$ cat src/design/pmac_pkg.sv
`default_nettype none
package pmac_pkg;

  localparam int unsigned LIMB_W = 26;
  localparam int unsigned NLIMB  = 5;
  localparam int unsigned ACC_W  = 27;   // limb 1 may carry one extra bit
  localparam int unsigned HL_W   = 28;   // accumulator limb plus message limb
  localparam int unsigned CO_W   = 29;   // 5 * r limb
  localparam int unsigned DW     = 60;   // one product row sum
  localparam int unsigned RW     = 3;    // row counter

  localparam logic [LIMB_W-1:0] LIMB_MASK = 26'h3ffffff;
  localparam logic [LIMB_W-1:0] CLAMP1    = 26'h3ffff03;
  localparam logic [LIMB_W-1:0] CLAMP2    = 26'h3ffc0ff;
  localparam logic [LIMB_W-1:0] CLAMP3    = 26'h3f03fff;
  localparam logic [LIMB_W-1:0] CLAMP4    = 26'h00fffff;
  localparam logic [4:0]        FULL_CNT  = 5'd16;

  localparam logic [1:0] REG_R_LOW  = 2'd0;
  localparam logic [1:0] REG_R_HIGH = 2'd1;
  localparam logic [1:0] REG_S_LOW  = 2'd2;
  localparam logic [1:0] REG_S_HIGH = 2'd3;

  typedef struct packed {
    logic [63:0] chunk_low;
    logic [63:0] chunk_high;
    logic [4:0]  byte_count;
    logic        last;
  } in_word_t;

  typedef struct packed {
    logic [63:0] tag_low;
    logic [63:0] tag_high;
  } out_word_t;

  typedef struct packed {
    logic          load;
    logic          mul;
    logic [RW-1:0] row;
    logic          carry;
    logic          fin1;
    logic          fin2;
  } ctl_cmd_t;

endpackage
`default_nettype wire

$ cat src/design/pmac_ctrl.sv
`default_nettype none
module pmac_ctrl (
  input  wire logic              clk,
  input  wire logic              rst_n,
  input  wire logic              in_valid,
  output logic                   in_ready,
  input  wire logic              in_empty,
  input  wire logic              in_last,
  output logic                   out_valid,
  input  wire logic              out_ready,
  output pmac_pkg::ctl_cmd_t     cmd
);
  import pmac_pkg::*;

  typedef enum logic [5:0] {
    ST_IDLE  = 6'b000001,
    ST_MUL   = 6'b000010,
    ST_CARRY = 6'b000100,
    ST_FIN1  = 6'b001000,
    ST_FIN2  = 6'b010000,
    ST_SPARE = 6'b100000
  } state_t;

  state_t        st_r, st_nxt;
  logic [RW-1:0] row_r, row_nxt;
  logic          last_r, last_nxt;
  logic          ov_r, ov_nxt;
  logic          acc_in;

  assign in_ready  = (st_r == ST_IDLE);
  assign acc_in    = in_valid && in_ready;
  assign out_valid = ov_r;

  always_comb begin
    st_nxt    = st_r;
    row_nxt   = row_r;
    last_nxt  = last_r;
    ov_nxt    = ov_r && !out_ready;
    cmd       = '0;
    cmd.row   = row_r;
    unique case (st_r)
      ST_IDLE: begin
        if (acc_in) begin
          cmd.load = 1'b1;
          last_nxt = in_last;
          row_nxt  = '0;
          if (!in_empty) st_nxt = ST_MUL;
          else if (in_last) st_nxt = ST_FIN1;
        end
      end
      ST_MUL: begin
        cmd.mul = 1'b1;
        row_nxt = row_r + RW'(1);
        if (row_r == RW'(NLIMB - 1)) st_nxt = ST_CARRY;
      end
      ST_CARRY: begin
        cmd.carry = 1'b1;
        st_nxt    = last_r ? ST_FIN1 : ST_IDLE;
      end
      ST_FIN1: begin
        cmd.fin1 = 1'b1;
        st_nxt   = ST_FIN2;
      end
      ST_FIN2: begin
        // hold until the output register is free
        if (!ov_r || out_ready) begin
          cmd.fin2 = 1'b1;
          ov_nxt   = 1'b1;
          st_nxt   = ST_IDLE;
        end
      end
      default: st_nxt = ST_IDLE;
    endcase
  end

  always_ff @(posedge clk) begin
    if (!rst_n) begin
      st_r   <= ST_IDLE;
      row_r  <= '0;
      last_r <= 1'b0;
      ov_r   <= 1'b0;
    end else begin
      st_r   <= st_nxt;
      row_r  <= row_nxt;
      last_r <= last_nxt;
      ov_r   <= ov_nxt;
    end
  end

`ifndef SYNTH
  a_busy_after_accept: assert property (@(posedge clk) disable iff (!rst_n)
    acc_in && (!in_empty || in_last) |=> !in_ready) else $error("accepted word while busy");
  a_row_range: assert property (@(posedge clk) disable iff (!rst_n)
    st_r == ST_MUL |-> row_r < RW'(NLIMB)) else $error("row out of range");
  a_out_hold: assert property (@(posedge clk) disable iff (!rst_n)
    ov_r && !out_ready |=> ov_r) else $error("result dropped");
  a_tag_only_fin: assert property (@(posedge clk) disable iff (!rst_n)
    $rose(ov_r) |-> $past(st_r == ST_FIN2)) else $error("spurious tag");
`endif

endmodule
`default_nettype wire

$ cat config.mk
export PLATFORM = sky130hd
export DESIGN_NAME = pmac_ctrl
export DESIGN_NICKNAME = d
export VERILOG_FILES = /design/src/design/pmac_pkg.sv /design/src/design/pmac_ctrl.sv
export SDC_FILE = /design/constraint.sdc
export NUM_CORES = 1
export LEC_CHECK = 0
export BUFFER_PORTS_ARGS = -buffer_cell sky130_fd_sc_hd__buf_2
export CAP_MARGIN = 20
export CELL_PAD_IN_SITES_DETAIL_PLACEMENT = 0
export CELL_PAD_IN_SITES_GLOBAL_PLACEMENT = 1
export CORE_MARGIN = 5
export CORE_UTILIZATION = 37
export CTS_CLUSTER_DIAMETER = 60
export DETAILED_ROUTE_END_ITERATION = 8
export PLACE_DENSITY_LB_ADDON = 0.1
export SKIP_CTS_REPAIR_TIMING = 1
export SLEW_MARGIN = 20
export SYNTH_ARGS = -nofsm -noshare
export SYNTH_HDL_FRONTEND = slang
export SYNTH_SLANG_ARGS = --single-unit
$ cat constraint.sdc
create_clock -name clk -period 2.71 [get_ports clk]
set_clock_uncertainty 0.1 [all_clocks]
set_input_delay 0.542 -clock clk [delete_from_list [all_inputs] [get_ports clk]]
set_output_delay 0.542 -clock clk [all_outputs]
set_load 0.1 [all_outputs]
# After elaboration in Yosys (flattened, before gate mapping)
# Cells that the tools add are included.
# totals
register_bits,11
latchBits,0
ramBits,0
mem_bits_ro,0
inputBits,6
mem_count,0
# op_classes
n_addsub,1
multipliers,0
n_div,0
order_cmp,0
eq_ne,10
shift,0
muxes,18
n_bitwise,0
n_reduce_logical,9
# op_table
operator,count
$mux 6,5
$pmux 6 s5,1
$mux 1,9
$eq 6x1->1 const B,1
$eq 6x2->1 const B,1
$eq 6x3->1 const B,1
$eq 6x4->1 const B,1
$eq 6x5->1 const B,1
$pmux 3 s2,1
$mux 4,1
$ne 2x2->1 const B,2
$reduce_and 2->1,2
$reduce_and 4->1,1
$add 3x1->3 const B,1
$eq 3x3->1 const B,1
$mux 3,1
$ne 3x2->1 const B,1
$logic_and 1x1->1,2
$logic_not 1->1,2
$ne 2x1->1 const B,1
$reduce_bool 2->1,1
$logic_or 1x1->1,1

# Longest topological paths before layout
# logic_depth
depth_word,4
mapped_depth,5
mapped_depth_nobuf,5

# Worst setup path before layout
# No wires, ideal clock.
# synth_timing
path_type,register -> output
from,"register ov_r, in the netlist out_valid"
to,output cmd[0] (netlist name)
arrival_time_ns,2.183
slack_ns,-0.115
stages_incl_launch_ff,3
path_buffers,0
path_cell_list,dfxtp_1 > nor2b_1 > nor2_1
# synth_rtl
element,line,text
from (decl),pmac_ctrl.sv:27,"logic ov_r, ov_nxt;"
from (signal assigned),pmac_ctrl.sv:86,ov_r <= ov_nxt;
to (decl),pmac_ctrl.sv:11,output pmac_pkg::ctl_cmd_t cmd

==> flow_summary_export.csv <==
group,metric,value,unit
outcome,status,"finished, final reports clean",
yosys,syn_area_per_cell,8.39,um^2
drt,drt_iter0_markers,10,
yosys,synth_compound_area_share,17.9,%
clock_network,cts.reportedPaths.clkPinSlew,0.07,ns
drt,route.detailed.drc,0,
die,coreArea,1350,um^2
setup_path,path_class,"flip-flop to primary output",
setup_path,worstSetupStartpointType,"flip-flop",
yosys,synth_area,546,um^2
die,fp-row-count,13,
placement,pre_cts_ws,0.655,ns
die,design.die.area,2340,um^2
cells_and_area,final_common_cell,"buf_2",
clock_network,cts_tree,"yes",
power,irDropWorstVdd,0.000429,V
setup_path,timing.rr.end,"st_r[0]$_SDFFE_PN1P_",
min_path,hold_path_end,"out_valid$_SDFF_PN0_",
drt,routedWlPerCell,12.4,um
drt,dr.pass1.iters,4,
setup_path,required,2.07,ns
sta,maxSlewViolCount,0,
yosys,synth.area.top_cells,"dfxtp_1 (37%), ha_1 (4.6%), inv_1 (4.1%)",
yosys,yosysTopAreaCell,"dfxtp_1",
cells_and_area,final_nets,91,
global_route,grt_overflow_total,0,
min_path,min_from,"out_valid$_SDFF_PN0_",
power,power,0.525,mW
flow_run,cap_viol_max_count,0,
clock_network,cts_max_path_buffers,2,
sta,hold-worst-slack,0.392,ns
yosys,yosys_warnings,0,
yosys,syn_inst,65,
sta,slew_headroom,67.7,%
setup_path,worstRegToRegCells,4,
global_route,antenna_found_initial,0,
global_route,grt_max_degree,9,
setup_path,rrSetupSlack,1.14,ns
die,die_w,48.4,um
power,p_leak,0.310,nW
clock_network,cts_root_buf,"clkbuf_4",
sta,post-route-min-period,2.35,ns
sta,fin_setup_tns,0,ns
cells_and_area,drive_above_1_share,26.8,%
placement,hpwl,957,um
yosys,muxShareOfSynthArea,1.83,%
cells_and_area,syn2layout_area_growth,20.9,%
yosys,synth-async-reset-ratio,0,%
clock_network,numClockSinks,10,
sta,worstMarginPinSlew,0.487,ns
global_route,grt_first_pass_wirelength,1990,um
yosys,synth-edff-count,0,
power,power.density,795,nW/um^2
clock_network,htreeDepth,1,
yosys,synth-simple-area-share,29.8,%
sta,fmax,426,MHz
clock_network,cts_buffers,3,
setup_path,cp_max_fo,4,
setup_path,r2r-start,"st_r[0]$_SDFFE_PN1P_",
setup_path,endpoint_kind,"primary output",
yosys,synthFlopType,"dfxtp_1",
drt,via_per_inst,5.28,
yosys,yosysSeqAreaShare,36.7,%
yosys,ys_types,30,
yosys,synth_nets,73,
sta,post-route-period-util,86.6,%
sta,setup_ws,0.363,ns
yosys,synth_seq_cells,10,
global_route,grt_pass1_vias,475,
cells_and_area,fin_util,48.8,%
min_path,min_path_type,"flip-flop to flip-flop",
yosys,synth_fa_ha_area_share,4.59,%
placement,io_buffers,15,
drt,vias,512,
placement,routabilityCongestion,0.771,
die,io_pins,16,
global_route,track_usage,10.9,%
yosys,synth_top_family_by_area,"simple AND/OR/NAND/NOR gates",
sta,grt_setup_unrepaired,"no",
die,start_util,40.4,%
sta,finalSetupViolCount,0,
clock_network,clock_latency,0.26,ns
drt,ant_nets,0,
yosys,synth-xor-area-share,1.61,%
cells_and_area,mostFrequentLayoutCells,"buf_2 (15), dfxtp_1 (10), inv_1 (6), nand2_1 (5)",
cells_and_area,diodes,0,
die,die_h,48.4,um
drt,routed_wl,1200,um
sta,finalHoldViolCount,0,
min_path,hold_depth,2,
setup_path,worstPathArrival,1.70,ns
yosys,synth_top_area_share,36.7,%
## how the worst max path moves through the flow
stage / startpoint / endpoint / slack (ns) / depth (start not counted)
final: st_r[0]$_SDFFE_PN1P_ / cmd[0] / 0.36 / 4
after global routing: st_r[0]$_SDFFE_PN1P_ / cmd[0] / 0.26 / 4
after CTS: st_r[0]$_SDFFE_PN1P_ / cmd[0] / 0.35 / 4
after detailed placement: st_r[0]$_SDFFE_PN1P_ / cmd[0] / 0.65 / 4
after global placement: st_r[0]$_SDFFE_PN1P_ / cmd[0] / 0.63 / 4
after floorplan: st_r[0]$_SDFFE_PN1P_ / cmd[1] / 0.08 / 3
## final cells by class
| type | instances | area [um^2] |
|---|---|---|
| multi-input cells | 47 | 307 |
| fillers | 141 | 691 |
| flip-flops and latches | 10 | 200 |
| inverters | 6 | 22.5 |
| repair buffers | 15 | 75.1 |
| clock buffers | 4 | 36.3 |
| well taps | 15 | 18.8 |
## registers in the layout, summed over array words and instances (netlist names)
name       count
out_valid      1
st_r           5
last_r         1
row_r          3
## critical path, stage by stage (launching register included)
cell	delay, ns
dfxtp_1	0.33
nor3_1	0.38
nand3b_1	0.19
nor2_2	0.12
buf_2	0.42
## through the flow
stage,area [um^2],std cells
2_1_floorplan,548,65
3_3_place_gp,623,93
3_5_place_dp,623,93
4_1_cts,659,97
5_1_grt,659,97
6_report,659,97
## kinds of logic after synthesis
group | Yosys count
XOR/XNOR | 1
multiplexers | 1
AO/OA/AOI/OAI | 14
AND/OR/NAND/NOR | 29
flip-flops | 10
buffers and inverters | 8
adder cells (fa/ha/maj) | 2
## report_power, final
group,leakage (nW),internal [mW],total (mW),switching (mW)
clock,0.0210,0.0816,0.133,0.0514
combinational,0.208,0.0519,0.217,0.165
sequential,0.0812,0.160,0.174,0.0141
## routing by layer
metal	track usage (%)	share of wire, %	vias up
met5	0	0	-
met4	9.68	2.7	0
met3	3.36	9.6	4
met2	14.6	40	19
met1	13.6	48	232
li1	-	-	257
## synth_stat cells (2+ instances only)
library cell / instances
dfxtp_1: 10
inv_1: 6
nand2_1: 5
nor2_1: 5
o21ai_0: 4
nor2b_1: 3
nor3_1: 3
a21boi_0: 2
a21boi_1: 2
and2_1: 2
and3_1: 2
ha_1: 2
or3_1: 2
Note: power is estimated with default switching activity, not from simulation.
